--- src/rtl/flvti_pkg.sv ---
package flvti_pkg;

	typedef struct packed {
		logic [7:0] data_byte;
		logic       start_of_file;
	} flvti_in_t;

	typedef struct packed {
		logic [2:0]  entry_kind;
		logic [31:0] payload_offset;
		logic [23:0] payload_size;
		logic [23:0] time_ms;
		logic        key_frame;
		logic [3:0]  codec_id;
		logic [15:0] sample_rate_hz;
		logic [1:0]  channel_count;
		logic [4:0]  sample_bits;
		logic        first_of_track;
	} flvti_out_t;

	typedef enum logic [14:0] {
		PH_FILEHDR = 15'b000000000000001,
		PH_HDRSKIP = 15'b000000000000010,
		PH_PREV    = 15'b000000000000100,
		PH_TYPE    = 15'b000000000001000,
		PH_SIZE    = 15'b000000000010000,
		PH_TIME    = 15'b000000000100000,
		PH_IGN     = 15'b000000001000000,
		PH_AFLAGS  = 15'b000000010000000,
		PH_APKT    = 15'b000000100000000,
		PH_VFLAGS  = 15'b000001000000000,
		PH_VEXTRA  = 15'b000010000000000,
		PH_VPKT    = 15'b000100000000000,
		PH_VCTS    = 15'b001000000000000,
		PH_SKIP    = 15'b010000000000000,
		PH_DEAD    = 15'b100000000000000
	} flvti_phase_t;

	localparam logic [2:0] KIND_VFRAME = 3'd0;
	localparam logic [2:0] KIND_AFRAME = 3'd1;
	localparam logic [2:0] KIND_VCONF  = 3'd2;
	localparam logic [2:0] KIND_ACONF  = 3'd3;
	localparam logic [2:0] KIND_BADSIG = 3'd4;

	localparam logic [7:0] SIG_F = 8'h46;
	localparam logic [7:0] SIG_L = 8'h4C;
	localparam logic [7:0] SIG_V = 8'h56;

	localparam logic [7:0] TAG_AUDIO = 8'd8;
	localparam logic [7:0] TAG_VIDEO = 8'd9;

	localparam logic [3:0] AFMT_NELLY8K = 4'd5;
	localparam logic [3:0] AFMT_AAC     = 4'd10;
	localparam logic [3:0] VCODEC_VP6   = 4'd4;
	localparam logic [3:0] VCODEC_VP6A  = 4'd5;
	localparam logic [3:0] VCODEC_AVC   = 4'd7;

	localparam logic [31:0] MIN_HDR_LEN = 32'd9;

	function automatic flvti_out_t flvti_entry(
		input logic [2:0]  kind,
		input logic [7:0]  flags,
		input logic [31:0] offset,
		input logic [23:0] size,
		input logic [23:0] tstamp,
		input logic        first
	);
		flvti_out_t e;
		e = '0;
		e.entry_kind     = kind;
		e.payload_offset = offset;
		e.payload_size   = size;
		e.time_ms        = tstamp;
		e.first_of_track = first;
		if (kind == KIND_VFRAME || kind == KIND_VCONF) begin
			e.key_frame = (flags[7:4] == 4'd1);
			e.codec_id  = flags[3:0];
		end else begin
			e.codec_id = flags[7:4];
			unique case (flags[3:2])
				2'd3: e.sample_rate_hz = 16'd44100;
				2'd2: e.sample_rate_hz = 16'd22050;
				2'd1: e.sample_rate_hz = 16'd11025;
				default: e.sample_rate_hz =
					(flags[7:4] == AFMT_NELLY8K) ? 16'd8000 : 16'd5512;
			endcase
			e.channel_count = flags[0] ? 2'd2 : 2'd1;
			e.sample_bits   = flags[1] ? 5'd16 : 5'd8;
		end
		return e;
	endfunction

endpackage

--- src/rtl/flv_tag_indexer.sv ---
// FLV tag indexer: takes an FLV file as a stream of byte words, one per cycle, and
// gives one index entry for each audio or video frame and for the first AAC or H.264
// config payload of each track, plus a single bad-signature entry if the file does
// not start with "FLV". A word with start_of_file set restarts parsing at byte 0.
// Each accepted byte passes an input register and the parse logic into the result
// register, so the block sustains one byte per clock unless the result is stalled.
// Only a stalled result (out_ready low) holds the input side, after one extra byte has
// been taken into the input register.
module flv_tag_indexer
	import flvti_pkg::*;
(
	input  logic       clk,
	input  logic       arst_n,
	input  logic       in_valid,
	output logic       in_ready,
	input  flvti_in_t  in_word,
	output logic       out_valid,
	input  logic       out_ready,
	output flvti_out_t out_word
);

	flvti_in_t    in_s1;
	logic         in_valid_s1;
	flvti_out_t   out_s2;
	logic         out_valid_s2;
	logic         advance;

	flvti_phase_t phase_q, cur_phase, n_phase;
	logic [2:0]   fbc_q, cur_fbc, n_fbc, fbc_inc;
	logic [31:0]  pos_q, cur_pos, pos_inc;
	logic [31:0]  hlen_q, cur_hlen, n_hlen, hlen_shift;
	logic [7:0]   ttype_q, cur_ttype, n_ttype;
	logic [23:0]  ttime_q, cur_ttime, n_ttime;
	logic [23:0]  bleft_q, cur_bleft, n_bleft, bleft_dec;
	logic [7:0]   flags_q, cur_flags, n_flags;
	logic         vcs_q, cur_vcs, n_vcs;
	logic         acs_q, cur_acs, n_acs;
	logic         vfs_q, cur_vfs, n_vfs;
	logic         afs_q, cur_afs, n_afs;
	logic [7:0]   b;
	logic         emit;
	logic [2:0]   emit_kind;
	logic         emit_first;
	logic         sig_ok;

	assign advance   = in_valid_s1 && (!out_valid_s2 || out_ready);
	assign in_ready  = !in_valid_s1 || advance;
	assign out_valid = out_valid_s2;
	assign out_word  = out_s2;

	always_ff @(posedge clk or negedge arst_n) begin
		if (!arst_n) begin
			in_valid_s1 <= 1'b0;
		end else if (in_ready) begin
			in_valid_s1 <= in_valid;
		end
	end

	always_ff @(posedge clk) begin
		if (in_ready && in_valid) begin
			in_s1 <= in_word;
		end
	end

	// restart applies before the byte is parsed
	always_comb begin
		b = in_s1.data_byte;
		if (in_s1.start_of_file) begin
			cur_phase = PH_FILEHDR;
			cur_fbc   = '0;
			cur_pos   = '0;
			cur_hlen  = '0;
			cur_ttype = '0;
			cur_ttime = '0;
			cur_bleft = '0;
			cur_flags = '0;
			cur_vcs   = 1'b0;
			cur_acs   = 1'b0;
			cur_vfs   = 1'b0;
			cur_afs   = 1'b0;
		end else begin
			cur_phase = phase_q;
			cur_fbc   = fbc_q;
			cur_pos   = pos_q;
			cur_hlen  = hlen_q;
			cur_ttype = ttype_q;
			cur_ttime = ttime_q;
			cur_bleft = bleft_q;
			cur_flags = flags_q;
			cur_vcs   = vcs_q;
			cur_acs   = acs_q;
			cur_vfs   = vfs_q;
			cur_afs   = afs_q;
		end
	end

	assign fbc_inc    = cur_fbc + 3'd1;
	assign pos_inc    = cur_pos + 32'd1;
	assign bleft_dec  = cur_bleft - 24'd1;
	assign hlen_shift = {cur_hlen[23:0], b};

	always_comb begin
		unique case (cur_pos[1:0])
			2'd0: sig_ok = (b == SIG_F);
			2'd1: sig_ok = (b == SIG_L);
			default: sig_ok = (b == SIG_V);
		endcase
	end

	always_comb begin
		n_phase    = cur_phase;
		n_fbc      = cur_fbc;
		n_hlen     = cur_hlen;
		n_ttype    = cur_ttype;
		n_ttime    = cur_ttime;
		n_bleft    = cur_bleft;
		n_flags    = cur_flags;
		n_vcs      = cur_vcs;
		n_acs      = cur_acs;
		n_vfs      = cur_vfs;
		n_afs      = cur_afs;
		emit       = 1'b0;
		emit_kind  = KIND_VFRAME;
		emit_first = 1'b0;
		unique case (cur_phase)
			PH_FILEHDR: begin
				if (cur_pos <= 32'd2) begin
					if (!sig_ok) begin
						emit      = 1'b1;
						emit_kind = KIND_BADSIG;
						n_phase   = PH_DEAD;
					end
				end else if (cur_pos >= 32'd5) begin
					n_hlen = hlen_shift;
					if (cur_pos == 32'd8) begin
						n_phase = (hlen_shift > MIN_HDR_LEN) ? PH_HDRSKIP : PH_PREV;
						n_fbc   = '0;
					end
				end
			end
			PH_HDRSKIP: begin
				if (pos_inc == cur_hlen) begin
					n_phase = PH_PREV;
					n_fbc   = '0;
				end
			end
			PH_PREV: begin
				n_fbc = fbc_inc;
				if (fbc_inc >= 3'd4) begin
					n_fbc   = '0;
					n_phase = PH_TYPE;
				end
			end
			PH_TYPE: begin
				n_ttype = b;
				n_bleft = '0;
				n_fbc   = '0;
				n_phase = PH_SIZE;
			end
			PH_SIZE: begin
				n_bleft = {cur_bleft[15:0], b};
				n_fbc   = fbc_inc;
				if (fbc_inc >= 3'd3) begin
					n_fbc   = '0;
					n_ttime = '0;
					n_phase = PH_TIME;
				end
			end
			PH_TIME: begin
				n_ttime = {cur_ttime[15:0], b};
				n_fbc   = fbc_inc;
				if (fbc_inc >= 3'd3) begin
					n_fbc   = '0;
					n_phase = PH_IGN;
				end
			end
			PH_IGN: begin
				n_fbc = fbc_inc;
				if (fbc_inc >= 3'd4) begin
					n_fbc = '0;
					if (cur_bleft == '0) begin
						n_phase = PH_PREV;
					end else if (cur_ttype == TAG_AUDIO) begin
						n_phase = PH_AFLAGS;
					end else if (cur_ttype == TAG_VIDEO) begin
						n_phase = PH_VFLAGS;
					end else begin
						n_phase = PH_SKIP;
					end
				end
			end
			PH_AFLAGS: begin
				n_flags = b;
				n_bleft = bleft_dec;
				if (b[7:4] == AFMT_AAC) begin
					n_phase = (bleft_dec != '0) ? PH_APKT : PH_PREV;
				end else begin
					if (bleft_dec != '0) begin
						emit       = 1'b1;
						emit_kind  = KIND_AFRAME;
						emit_first = !cur_afs;
						n_afs      = 1'b1;
					end
					n_phase = (bleft_dec != '0) ? PH_SKIP : PH_PREV;
				end
			end
			PH_APKT: begin
				n_bleft = bleft_dec;
				if (b == 8'd0) begin
					if (!cur_acs) begin
						emit      = 1'b1;
						emit_kind = KIND_ACONF;
						n_acs     = 1'b1;
					end
				end else if (bleft_dec != '0) begin
					emit       = 1'b1;
					emit_kind  = KIND_AFRAME;
					emit_first = !cur_afs;
					n_afs      = 1'b1;
				end
				n_phase = (bleft_dec != '0) ? PH_SKIP : PH_PREV;
			end
			PH_VFLAGS, PH_VEXTRA: begin
				n_bleft = bleft_dec;
				if (cur_phase == PH_VFLAGS) begin
					n_flags = b;
				end
				if (cur_phase == PH_VFLAGS &&
					(b[3:0] == VCODEC_VP6 || b[3:0] == VCODEC_VP6A)) begin
					n_phase = (bleft_dec != '0) ? PH_VEXTRA : PH_PREV;
				end else if (n_flags[3:0] == VCODEC_AVC) begin
					n_phase = (bleft_dec < 24'd4) ?
						((bleft_dec != '0) ? PH_SKIP : PH_PREV) : PH_VPKT;
				end else begin
					if (bleft_dec != '0) begin
						emit       = 1'b1;
						emit_kind  = KIND_VFRAME;
						emit_first = !cur_vfs;
						n_vfs      = 1'b1;
					end
					n_phase = (bleft_dec != '0) ? PH_SKIP : PH_PREV;
				end
			end
			PH_VPKT: begin
				n_ttype = b;
				n_bleft = bleft_dec;
				n_fbc   = '0;
				n_phase = PH_VCTS;
			end
			PH_VCTS: begin
				n_bleft = bleft_dec;
				n_fbc   = fbc_inc;
				if (fbc_inc >= 3'd3) begin
					n_fbc = '0;
					if (cur_ttype == 8'd0) begin
						if (!cur_vcs) begin
							emit      = 1'b1;
							emit_kind = KIND_VCONF;
							n_vcs     = 1'b1;
						end
					end else if (bleft_dec != '0) begin
						emit       = 1'b1;
						emit_kind  = KIND_VFRAME;
						emit_first = !cur_vfs;
						n_vfs      = 1'b1;
					end
					n_phase = (bleft_dec != '0) ? PH_SKIP : PH_PREV;
				end
			end
			PH_SKIP: begin
				n_bleft = bleft_dec;
				if (bleft_dec == '0) begin
					n_fbc   = '0;
					n_phase = PH_PREV;
				end
			end
			PH_DEAD: begin
			end
			default: begin
			end
		endcase
	end

	always_ff @(posedge clk or negedge arst_n) begin
		if (!arst_n) begin
			phase_q <= PH_FILEHDR;
			fbc_q   <= '0;
			pos_q   <= '0;
			hlen_q  <= '0;
			ttype_q <= '0;
			ttime_q <= '0;
			bleft_q <= '0;
			flags_q <= '0;
			vcs_q   <= 1'b0;
			acs_q   <= 1'b0;
			vfs_q   <= 1'b0;
			afs_q   <= 1'b0;
		end else if (advance) begin
			phase_q <= n_phase;
			fbc_q   <= n_fbc;
			pos_q   <= pos_inc;
			hlen_q  <= n_hlen;
			ttype_q <= n_ttype;
			ttime_q <= n_ttime;
			bleft_q <= n_bleft;
			flags_q <= n_flags;
			vcs_q   <= n_vcs;
			acs_q   <= n_acs;
			vfs_q   <= n_vfs;
			afs_q   <= n_afs;
		end
	end

	always_ff @(posedge clk or negedge arst_n) begin
		if (!arst_n) begin
			out_valid_s2 <= 1'b0;
		end else if (advance) begin
			out_valid_s2 <= emit;
		end else if (out_ready) begin
			out_valid_s2 <= 1'b0;
		end
	end

	always_ff @(posedge clk) begin
		if (advance && emit) begin
			if (emit_kind == KIND_BADSIG) begin
				out_s2 <= '{entry_kind: KIND_BADSIG, default: '0};
			end else begin
				out_s2 <= flvti_entry(emit_kind, n_flags, pos_inc, n_bleft,
					cur_ttime, emit_first);
			end
		end
	end

	a_emit_lands: assert property (@(posedge clk) disable iff (!arst_n)
		advance && emit |=> out_valid_s2)
		else $error("emitted entry did not reach the result register");

	a_badsig_clean: assert property (@(posedge clk) disable iff (!arst_n)
		out_valid_s2 && out_s2.entry_kind == KIND_BADSIG |->
			out_s2.payload_offset == '0 && out_s2.payload_size == '0 &&
			out_s2.codec_id == '0)
		else $error("bad signature entry carries nonzero fields");

	a_config_not_first: assert property (@(posedge clk) disable iff (!arst_n)
		out_valid_s2 && (out_s2.entry_kind == KIND_VCONF ||
			out_s2.entry_kind == KIND_ACONF) |-> !out_s2.first_of_track)
		else $error("config entry marked first of track");

	a_audio_fields: assert property (@(posedge clk) disable iff (!arst_n)
		out_valid_s2 && out_s2.entry_kind == KIND_AFRAME |->
			out_s2.channel_count != '0 && out_s2.sample_bits != '0 &&
			out_s2.sample_rate_hz != '0)
		else $error("audio entry missing format fields");

	a_fbc_range: assert property (@(posedge clk) disable iff (!arst_n)
		fbc_q < 3'd4)
		else $error("field byte count out of range");

	a_stall_holds_input: assert property (@(posedge clk) disable iff (!arst_n)
		in_valid_s1 && !advance |=> in_valid_s1 && $stable(pos_q))
		else $error("input word lost or state moved during stall");

endmodule

--- config.mk ---
export PLATFORM = sky130hd
export DESIGN_NAME = flv_tag_indexer
export DESIGN_NICKNAME = d
export VERILOG_FILES = /design/src/rtl/flvti_pkg.sv /design/src/rtl/flv_tag_indexer.sv
export SDC_FILE = /design/constraint.sdc
export NUM_CORES = 1
export LEC_CHECK = 0
export BUFFER_PORTS_ARGS = -buffer_cell sky130_fd_sc_hd__buf_2
export CAP_MARGIN = 40
export CORE_ASPECT_RATIO = 1.4
export CORE_UTILIZATION = 28
export DETAILED_ROUTE_END_ITERATION = 6
export PLACE_DENSITY = 0.41
export SYNTH_ARGS = -nofsm -noshare
export SYNTH_HDL_FRONTEND = slang
export SYNTH_SLANG_ARGS = --single-unit
export TNS_END_PERCENT = 1
--- constraint.sdc ---
create_clock -name clk -period 26.8 [get_ports clk]
set_input_delay 2.68 -clock clk [delete_from_list [all_inputs] [get_ports clk]]
set_output_delay 2.68 -clock clk [all_outputs]
set_load 0.005 [all_outputs]
# ---- Word-level counts from Yosys, hierarchy flattened
# Index checks and enable logic that the tools add are counted.
dict set report totals {
  register_bits 273
  input_bits 13
  out_inout_bits 114
}
dict set report op_classes {
  order_cmp 6
  reduce_logical 27
  n_eq_ne 33
  bitwise 1
  muxes 107
  add_sub_neg 3
}
# cell count
set ops {}
lappend ops {{2-to-1 mux 15 bit} 15}
lappend ops {{case mux 15 bit (13 select lines)} 1}
lappend ops {{2-to-1 mux 32 bit} 5}
lappend ops {{2-to-1 mux 24 bit} 3}
lappend ops {{case mux 24 bit (3 select lines)} 1}
lappend ops {{2-to-1 mux 14 bit} 5}
lappend ops {{zero test 24 bit} 2}
lappend ops {{case mux 16 bit (3 select lines)} 1}
lappend ops {{case mux 24 bit (2 select lines)} 1}
lappend ops {{2-to-1 mux 3 bit} 14}
lappend ops {{2-to-1 mux 1 bit} 40}
lappend ops {{2-to-1 mux 8 bit} 5}
lappend ops {{adder 32 x 1 -> 32 bit (second input constant)} 1}
lappend ops {{== test 32 bit} 1}
lappend ops {{== test 32 x 4 -> 1 bit (second input constant)} 1}
lappend ops {{>= comparator 32 x 3 -> 1 bit (second input constant)} 1}
lappend ops {{> comparator 32 x 4 -> 1 bit (second input constant)} 1}
lappend ops {{<= comparator 32 x 2 -> 1 bit (second input constant)} 1}
lappend ops {{== test 8 x 7 -> 1 bit (second input constant)} 3}
lappend ops {{< comparator 24 x 3 -> 1 bit (second input constant)} 1}
lappend ops {{nonzero test 24 bit} 1}
lappend ops {{subtractor 24 x 1 -> 24 bit (second input constant)} 1}
lappend ops {{case mux 3 bit (6 select lines)} 1}
lappend ops {{== test 4 x 3 -> 1 bit (second input constant)} 4}
lappend ops {{other kinds (46)} 67}

# ---- Logic depth before layout (Yosys ltp)
# Gate-level depths: netlist of the first run.
dict set report logic_depth {
  ltp_word 10
  mapped_depth 21
  ltp_nobuf 14
}

# ---- Least setup slack after synthesis of the first run
# Ideal clock, no wire load.
dict set report synth_timing {
  kind {flip-flop to flip-flop}
  from {register in_s1[0] in the netlist's numbering}
  to {register out_valid_s2 (netlist: out_valid)}
  path_stages_with_launch 19
  path_slack_ps 13829
  period_less_slack_ps 12971
  t_required_ps 26682
  arrival_ps 12853
  setup_time_ps 118
  path_buffers 7
  cell_sequence {edfxtp_1 > buf_2 > buf_4 > buf_2 > clkbuf_1 > clkbuf_1 > clkbuf_1 > nor2b_1 > inv_1 > ha_1 > clkbuf_1 > o21ai_0 > a2111oi_0 > o32ai_1 > nand4_1 > nor4b_2 > or2_2 > a311oi_1 > or2_2}
}
dict set report synth_via {
  elab_chain_cells 9
  elab_cells_between_ends 41
}
# item line
set synth_rtl {}
lappend synth_rtl {{start: declaration} flv_tag_indexer.sv:22} ;# flvti_in_t in_s1;
lappend synth_rtl {{start signal: assignment} flv_tag_indexer.sv:61} ;# in_s1 <= in_word;
lappend synth_rtl {{parallel branches: the longest is 7 deep, another holds subtractor 24 x 1 -> 24 bit} --}
lappend synth_rtl {{case mux 1 bit (5 select lines) (*)} flv_tag_indexer.sv:125} ;# unique case (cur_phase)
lappend synth_rtl {{2-to-1 mux 1 bit (*)} flv_tag_indexer.sv:317} ;# end else if (advance) begin
lappend synth_rtl {{end signal: assignment} flv_tag_indexer.sv:318} ;# out_valid_s2 <= emit;
lappend synth_rtl {{end: declaration} flv_tag_indexer.sv:25} ;# logic out_valid_s2;
# Every way passes the cells marked *. The select of a mux whose other input is x is not followed.
# A chain may end at the register's enable or synchronous reset.

# ---- Worst setup path after layout of the first run
dict set report layout_timing {
  from {register in_s1[0] in the netlist's numbering}
  to {register out_s2, in the netlist out_word[87], enable pin}
}
dict set report layout_via {
  elab_chain_cells 9
  elab_cells_between_ends 41
}
# item line
set layout_rtl {}
lappend layout_rtl {{parallel branches: the longest is 7 deep, another holds subtractor 24 x 1 -> 24 bit} --}
lappend layout_rtl {{case mux 1 bit (5 select lines) (*)} flv_tag_indexer.sv:125}
lappend layout_rtl {{logical AND 1 bit (*)} flv_tag_indexer.sv:325} ;# if (advance && emit) begin
lappend layout_rtl {{end signal: assignment} flv_tag_indexer.sv:329} ;# out_s2 <= flvti_entry(emit_kind, n_flags, pos_inc, n_bleft,
lappend layout_rtl {{end: declaration} flv_tag_indexer.sv:24} ;# flvti_out_t out_s2;
# Marks and branches as above.

==> flow_summary.toml, run 1 <==
[run_status]
status = "completed"

[yosys]
syn_inst = 1582
synthDominantAreaCellType = "dfrtp_1"
ys_types = 100
synth_most_common_cell = "nand2_1"
synth_common_cells = "233 x nand2_1, 151 x dfrtp_1, 120 x o21ai_0"
synth.avg_cell_area_um2 = 9.46
synthTopCellsByArea = "dfrtp_1 25%, edfxtp_1 23%, nand2_1 5.8%"
synth-seq-cells = 265
yosys_warnings = 0
syn_area_um2 = 15000
netlist.area_leader.share_pct = 25.3
synth_enable_flop_cells = 113
synthFlopType = "dfrtp_1"
ys_seq_area_share_pct = 48.1
synthArstFlopShare_pct = 57.4

[critical_path]
start_kind = "register"
crit_path_top_delay_cell = "edfxtp_1"
critical_path_class = "reg2reg"
max_stage_delay_ns = 0.82
end_kind = "register"
worstPathCellList = "buf_4 > nor2b_1 > inv_1 > ha_1 > o21ai_0 > a2111oi_0 > o32ai_1 > nand4_1 > nor4b_2 > a21oi_1 > inv_1 > a311oi_4 > buf_4 > buf_4"
crit_required_ns = 26.99
cp.arrival_ns = 6.14
path_max_fanout = 66
crit_path_frequent_cell = "buf_4"

[global_routing]
first_global_vias = 12400
grt_max_degree = 72
track_usage_pct = 19.2
grt_remaining_overflow = 0
grt_first_pass_wirelength_mm = 79.5
antenna_found_initial = 1

[route]
dr.pass1.iters = 7
wl_mm = 52.0
ant_nets = 0
detail_route.wl_per_cell_um = 22.0
vias = 12200
first_iter_violations = 659
via_per_inst = 5.17
drc = 0

[sta]
period_needed_ns = 5.94
whs_ns = 0.476
fmax_ghz = 0.168
fin_worst_skew_ns = 0.0147
min_period_over_period_pct = 22.2
fin_tns_setup_ns = 0
max_slew_margin_pct = 40.2
rsz0062_at_grt = "no"
finalMaxSlewViolations = 0
setup_viol = 0
timing.final.hold_violations = 0
tightest_slew_ns = 0.897

[floorplan]
die-area_um2 = 54400
rows = 99
io_pins = 127
coreArea_um2 = 52400
initial_core_util_pct = 28.6
die_h_um = 276
die_w_um = 197

[cts]
cts_buffer_depth = 3
clkSlewWorstSetupHoldPaths_ns = 0.06
htreeDepth = 1
cts_tree = "yes"
cts_resized = 0
post_cts_buffers = 0
insertion_delay_ns = 0.58
numClockSinks = 265
root_buffer = "clkbuf_16"
cts_made_buffers = 30
cts_hold_buffers = 0

[layout]
multiInputGateArea_um2 = 7090
n_antenna_cell = 0
syn_to_final_growth_pct = 14.8
drive_gt1_share_pct = 15.1
regArea_um2 = 7200
fill_cells = 5407
nets = 1664

[power_and_ir_drop]
powerDensity_nw_per_um2 = 66.9
p_leak_nw = 6.86
vdd.ir_drop.worst_v = 0.0000471

[place]
place.gp.congestion = 0.901
io_buffers = 123
dp_hpwl_mm = 37.0

[hold_path]
hp-class = "reg2reg"

[flow_run]
maxCapViolCount = 0
==> where the power goes <==
group	internal (mW)	switching, mW
Sequential	0.461	0.0515
Clock	0.243	0.174
Combinational	0.0803	0.139
Total	0.784	0.364
==> layer usage <==
layer | vias up | wire (µm) | track usage (%)
met2 | 298 | 28000 | 36.3
met1 | 6034 | 20200 | 22.0
met5 | - | 9 | 0
met3 | 98 | 1840 | 1.91
li1 | 5816 | - | -
met4 | 2 | 1890 | 7.45
==> flip-flops by register name, indices dropped and copies added (netlist names), 3 cells and up <==
register,count
pos_q,32
fbc_q,3
bleft_q,24
hlen_q,32
out_word,104
phase_q,15
b,8
ttime_q,24
ttype_q,8
flags_q,8
==> critical path, delay by kind of cell, from the launching register on <==
family,cells,cell delay [ns]
flops,1,0.82
fa+ha+maj,1,0.41
simple gates,3,0.41
compound gates,5,1.81
buf+inv,5,1.96
==> cells by family (layout without fill, tap and decap cells) <==
logic type / Yosys count / in the layout / synth area share (%)
adder cells (fa/ha/maj): 15 / 15 / 1.25
AO/OA/AOI/OAI: 363 / 363 / 15.9
buffers and inverters: 164 / 240 / 4.76
XOR/XNOR: 72 / 72 / 4.36
other: 1 / 3 / 0.0251
flip-flops: 265 / 265 / 48.1
multiplexers: 16 / 16 / 1.13
AND/OR/NAND/NOR: 686 / 686 / 24.5
==> cell type report <==
type	instances	share of cell area, %
Multi-Input combinational cell	1155	41.3
Timing Repair Buffer	151	5.25
Clock buffer	38	4.73
Inverter	33	0.721
Clock inverter	18	0.998
Sequential cell	265	41.9
Tap cell	707	5.15
==> stage by stage <==
step	instances	util (%)	total power, mW	setup slack (ns)	area (µm²)
2_1_floorplan	1584	-	0.654	13.83	15000
3_3_place_gp	2305	30.7	0.740	20.45	16100
3_5_place_dp	2311	30.9	0.742	20.86	16200
4_1_cts	2367	32.8	1.17	20.85	17200
5_1_grt	2367	32.8	1.21	20.37	17200
6_report	2367	32.8	1.15	20.86	17200
==> path summary, 6_finish.rpt <==
check                                             from                         end  slack [ns]  cells after the start
worst max-delay path                in_s1[0]$_DFFE_PP_  out_word[87]$_SDFFCE_PN0P_       20.86                     14
worst min-delay path            flags_q[7]$_DFFE_PN0P_      flags_q[7]$_DFFE_PN0P_        0.48                      2
worst max register to register      in_s1[0]$_DFFE_PP_  out_word[87]$_SDFFCE_PN0P_       20.86                     14
worst min register to register  flags_q[7]$_DFFE_PN0P_      flags_q[7]$_DFFE_PN0P_        0.48                      2
max in group asynchronous                       arst_n     ttime_q[17]$_DFFE_PN0P_       23.59                      4
min in group asynchronous                       arst_n      hlen_q[19]$_DFFE_PN0P_        1.98                      1
==> cell usage in the layout, fill, tap and decap left out, drive strengths merged, types with 35 or more instances in the layout <==
master / instances
nand2: 234
dfrtp: 151
buf: 150
o21ai: 128
nor2: 116
edfxtp: 113
a21oi: 64
a22oi: 50
xnor2: 49
nor4: 48
nand4: 46
clkbuf: 38
and2: 37
nor2b: 35
Note: power is estimated with default switching activity, not from simulation.
==> run 2: changes to the inputs <==
Clock period 26.8 ns to 5.5 ns, I/O delays scaled along.
==> run 2 against run 1 <==
- clock-buffer cell count up 10
- highest routed layer is now met4
- critical path type unchanged
- die area unchanged
- register-to-register slack worse by 20 ns
- clock skew up 0.0049 ns
- maximum frequency up 27%
- combinational power rose to 5.2 times the previous value
- global-route usage up 0.29 points
- non-clock buffer count up 17
==> flow_summary.toml, run 2 (synthesis results as in run 1) <==
[sta]
finalMaxSlewViolations = 0
setup_viol = 0
setup_slack_ns = 0.824
timing.final.hold_violations = 0
period_needed_ns = 4.68
min_period_over_period_pct = 85.0
tightest_slew_ns = 0.838
rsz0062_at_grt = "no"
fin_tns_setup_ns = 0
fin_worst_skew_ns = 0.0196
max_slew_margin_pct = 44.1
fmax_ghz = 0.214

[global_routing]
antenna_found_initial = 0
grt_first_pass_wirelength_mm = 80.4
grt_max_degree = 65
grt_remaining_overflow = 0
track_usage_pct = 19.5
first_global_vias = 12600

[flow_run]
maxCapViolCount = 0

[layout]
nets = 1682
syn_to_final_growth_pct = 15.3
layout_commonest_cell = "nand2_1"
final_area_um2 = 17300
post_layout_nonfiller_instances = 2385
mostFrequentLayoutCells = "230 x nand2_1, 151 x dfrtp_1, 123 x buf_2"
drive_gt1_share_pct = 16.3
n_antenna_cell = 0
largest_register_ffs = 104

[power_and_ir_drop]
vdd.ir_drop.worst_v = 0.000231
p_sw_share_pct = 32.5
power.internal_mw = 3.77
powerDensity_nw_per_um2 = 324
p_comb_share_pct = 20.1
p_seq_share_pct = 44.5
p_leak_nw = 6.92
netSwitchingPower_mw = 1.82
p_clk_share_pct = 35.4
p_total_mw = 5.59

[critical_path]
end_kind = "register"
start_kind = "register"
crit_required_ns = 5.93
path_max_fanout = 8
critical_path_class = "reg2reg"
cp.arrival_ns = 5.11

[floorplan]
die_w_um = 197
coreArea_um2 = 52400
die-area_um2 = 54400
initial_core_util_pct = 28.6
die_h_um = 276
rows = 99
io_pins = 127

[cts]
cts_tree = "yes"
insertion_delay_ns = 0.58
cts_buffer_depth = 3
cts_made_buffers = 31
post_cts_buffers = 0
numClockSinks = 265
htreeDepth = 1
cts_hold_buffers = 1
clkSlewWorstSetupHoldPaths_ns = 0.06
root_buffer = "clkbuf_16"
cts_resized = 0

[place]
place_inst = 2327
dp_hpwl_mm = 38.3
io_buffers = 123
dp_slack_ns = 0.796
placed_cell_area_um2 = 16300
place.gp.congestion = 0.911

[route]
ant_nets = 0
drc = 0
first_iter_violations = 883
detail_route.wl_per_cell_um = 22.4
wl_mm = 53.5
dr.pass1.iters = 7
vias = 12500
via_per_inst = 5.23

[hold_path]
hp-class = "in2reg"

[run_status]
status = "completed"
==> run 2: changes by cell type in the layout (fill, tap and decap cells not counted), moves of 2 or more <==
cell | previous run | this run
buf_6 | 3 | 1
nor2b_1 | 35 | 33
clkbuf_1 | 6 | 12
nand2_1 | 232 | 230
buf_4 | 22 | 41
clkbuf_8 | 1 | 4
buf_16 | 3 | 0
clkinvlp_4 | 2 | 0
bufinv_16 | 3 | 0
clkinv_2 | 6 | 4
nand2_2 | 1 | 3
nor2b_4 | 0 | 2
==> run 2: path summary, 6_finish.rpt <==
check / cells past startpoint / slack (ns) / end / from
min in group asynchronous: 2 / 0.53 / hlen_q[30]$_DFFE_PN0P_ / arst_n
setup / recovery: 14 / 0.82 / phase_q[6]$_DFFE_PN0P_ / in_s1[0]$_DFFE_PP_
setup reg to reg: 14 / 0.82 / phase_q[6]$_DFFE_PN0P_ / in_s1[0]$_DFFE_PP_
max in group asynchronous: 3 / 3.78 / hlen_q[7]$_DFFE_PN0P_ / arst_n
hold reg to reg: 2 / 0.47 / flags_q[4]$_DFFE_PN0P_ / flags_q[4]$_DFFE_PN0P_
hold / removal: 1 / 0.16 / b[5]$_DFFE_PP_ / in_word[6]
==> run 2: worst max-delay path, stage by stage (launching register included) <==
cell and delay (ns):
edfxtp_1 0.46, inv_2 0.21, nand2_2 0.11, inv_1 0.16
ha_1 0.40, and4b_1 0.33, nand4_1 0.39, nor4_1 0.58
xnor2_1 0.26, xor2_1 0.35, nand4_1 0.28, o21ai_1 0.35
nand4b_4 0.23, o311ai_1 0.33, o31ai_1 0.11
==> run 2: metrics by stage <==
stage | hold slack (ns) | utilization (%)
6_report | 0.159 | 32.9
5_1_grt | 0.136 | 32.9
4_1_cts | 0.120 | 32.9
3_5_place_dp | 0.464 | 31.1
3_3_place_gp | 0.457 | 31.0
2_1_floorplan | 0.254 | -
==> run 2: cell type report <==
cell class / count / area [µm²]
repair buffers: 168 / 970
well taps: 707 / 885
inverters: 33 / 124
fillers: 5420 / 35100
clock inverters: 9 / 43.8
multi-input cells: 1155 / 7130
clock buffers: 48 / 901
flip-flops and latches: 265 / 7200
==> run 2: metal layers <==
metal / up-vias / part of all wire (%) / global-route usage [%]
met1: 6205 / 39 / 22.0
met3: 106 / 3.2 / 1.78
met5: - / 0 / 0
li1: 5855 / - / -
met4: 0 / 3.5 / 7.43
met2: 297 / 54 / 37.4
==> run 2: power groups by stage <==
stage,sequential (mW),clock [mW],combinational (mW)
5_1_grt,2.51,2.11,1.24
2_1_floorplan,2.40,0,0.789
3_3_place_gp,2.52,0,1.13
4_1_cts,2.49,2.05,1.14
3_5_place_dp,2.52,0,1.14
6_report,2.48,1.98,1.13
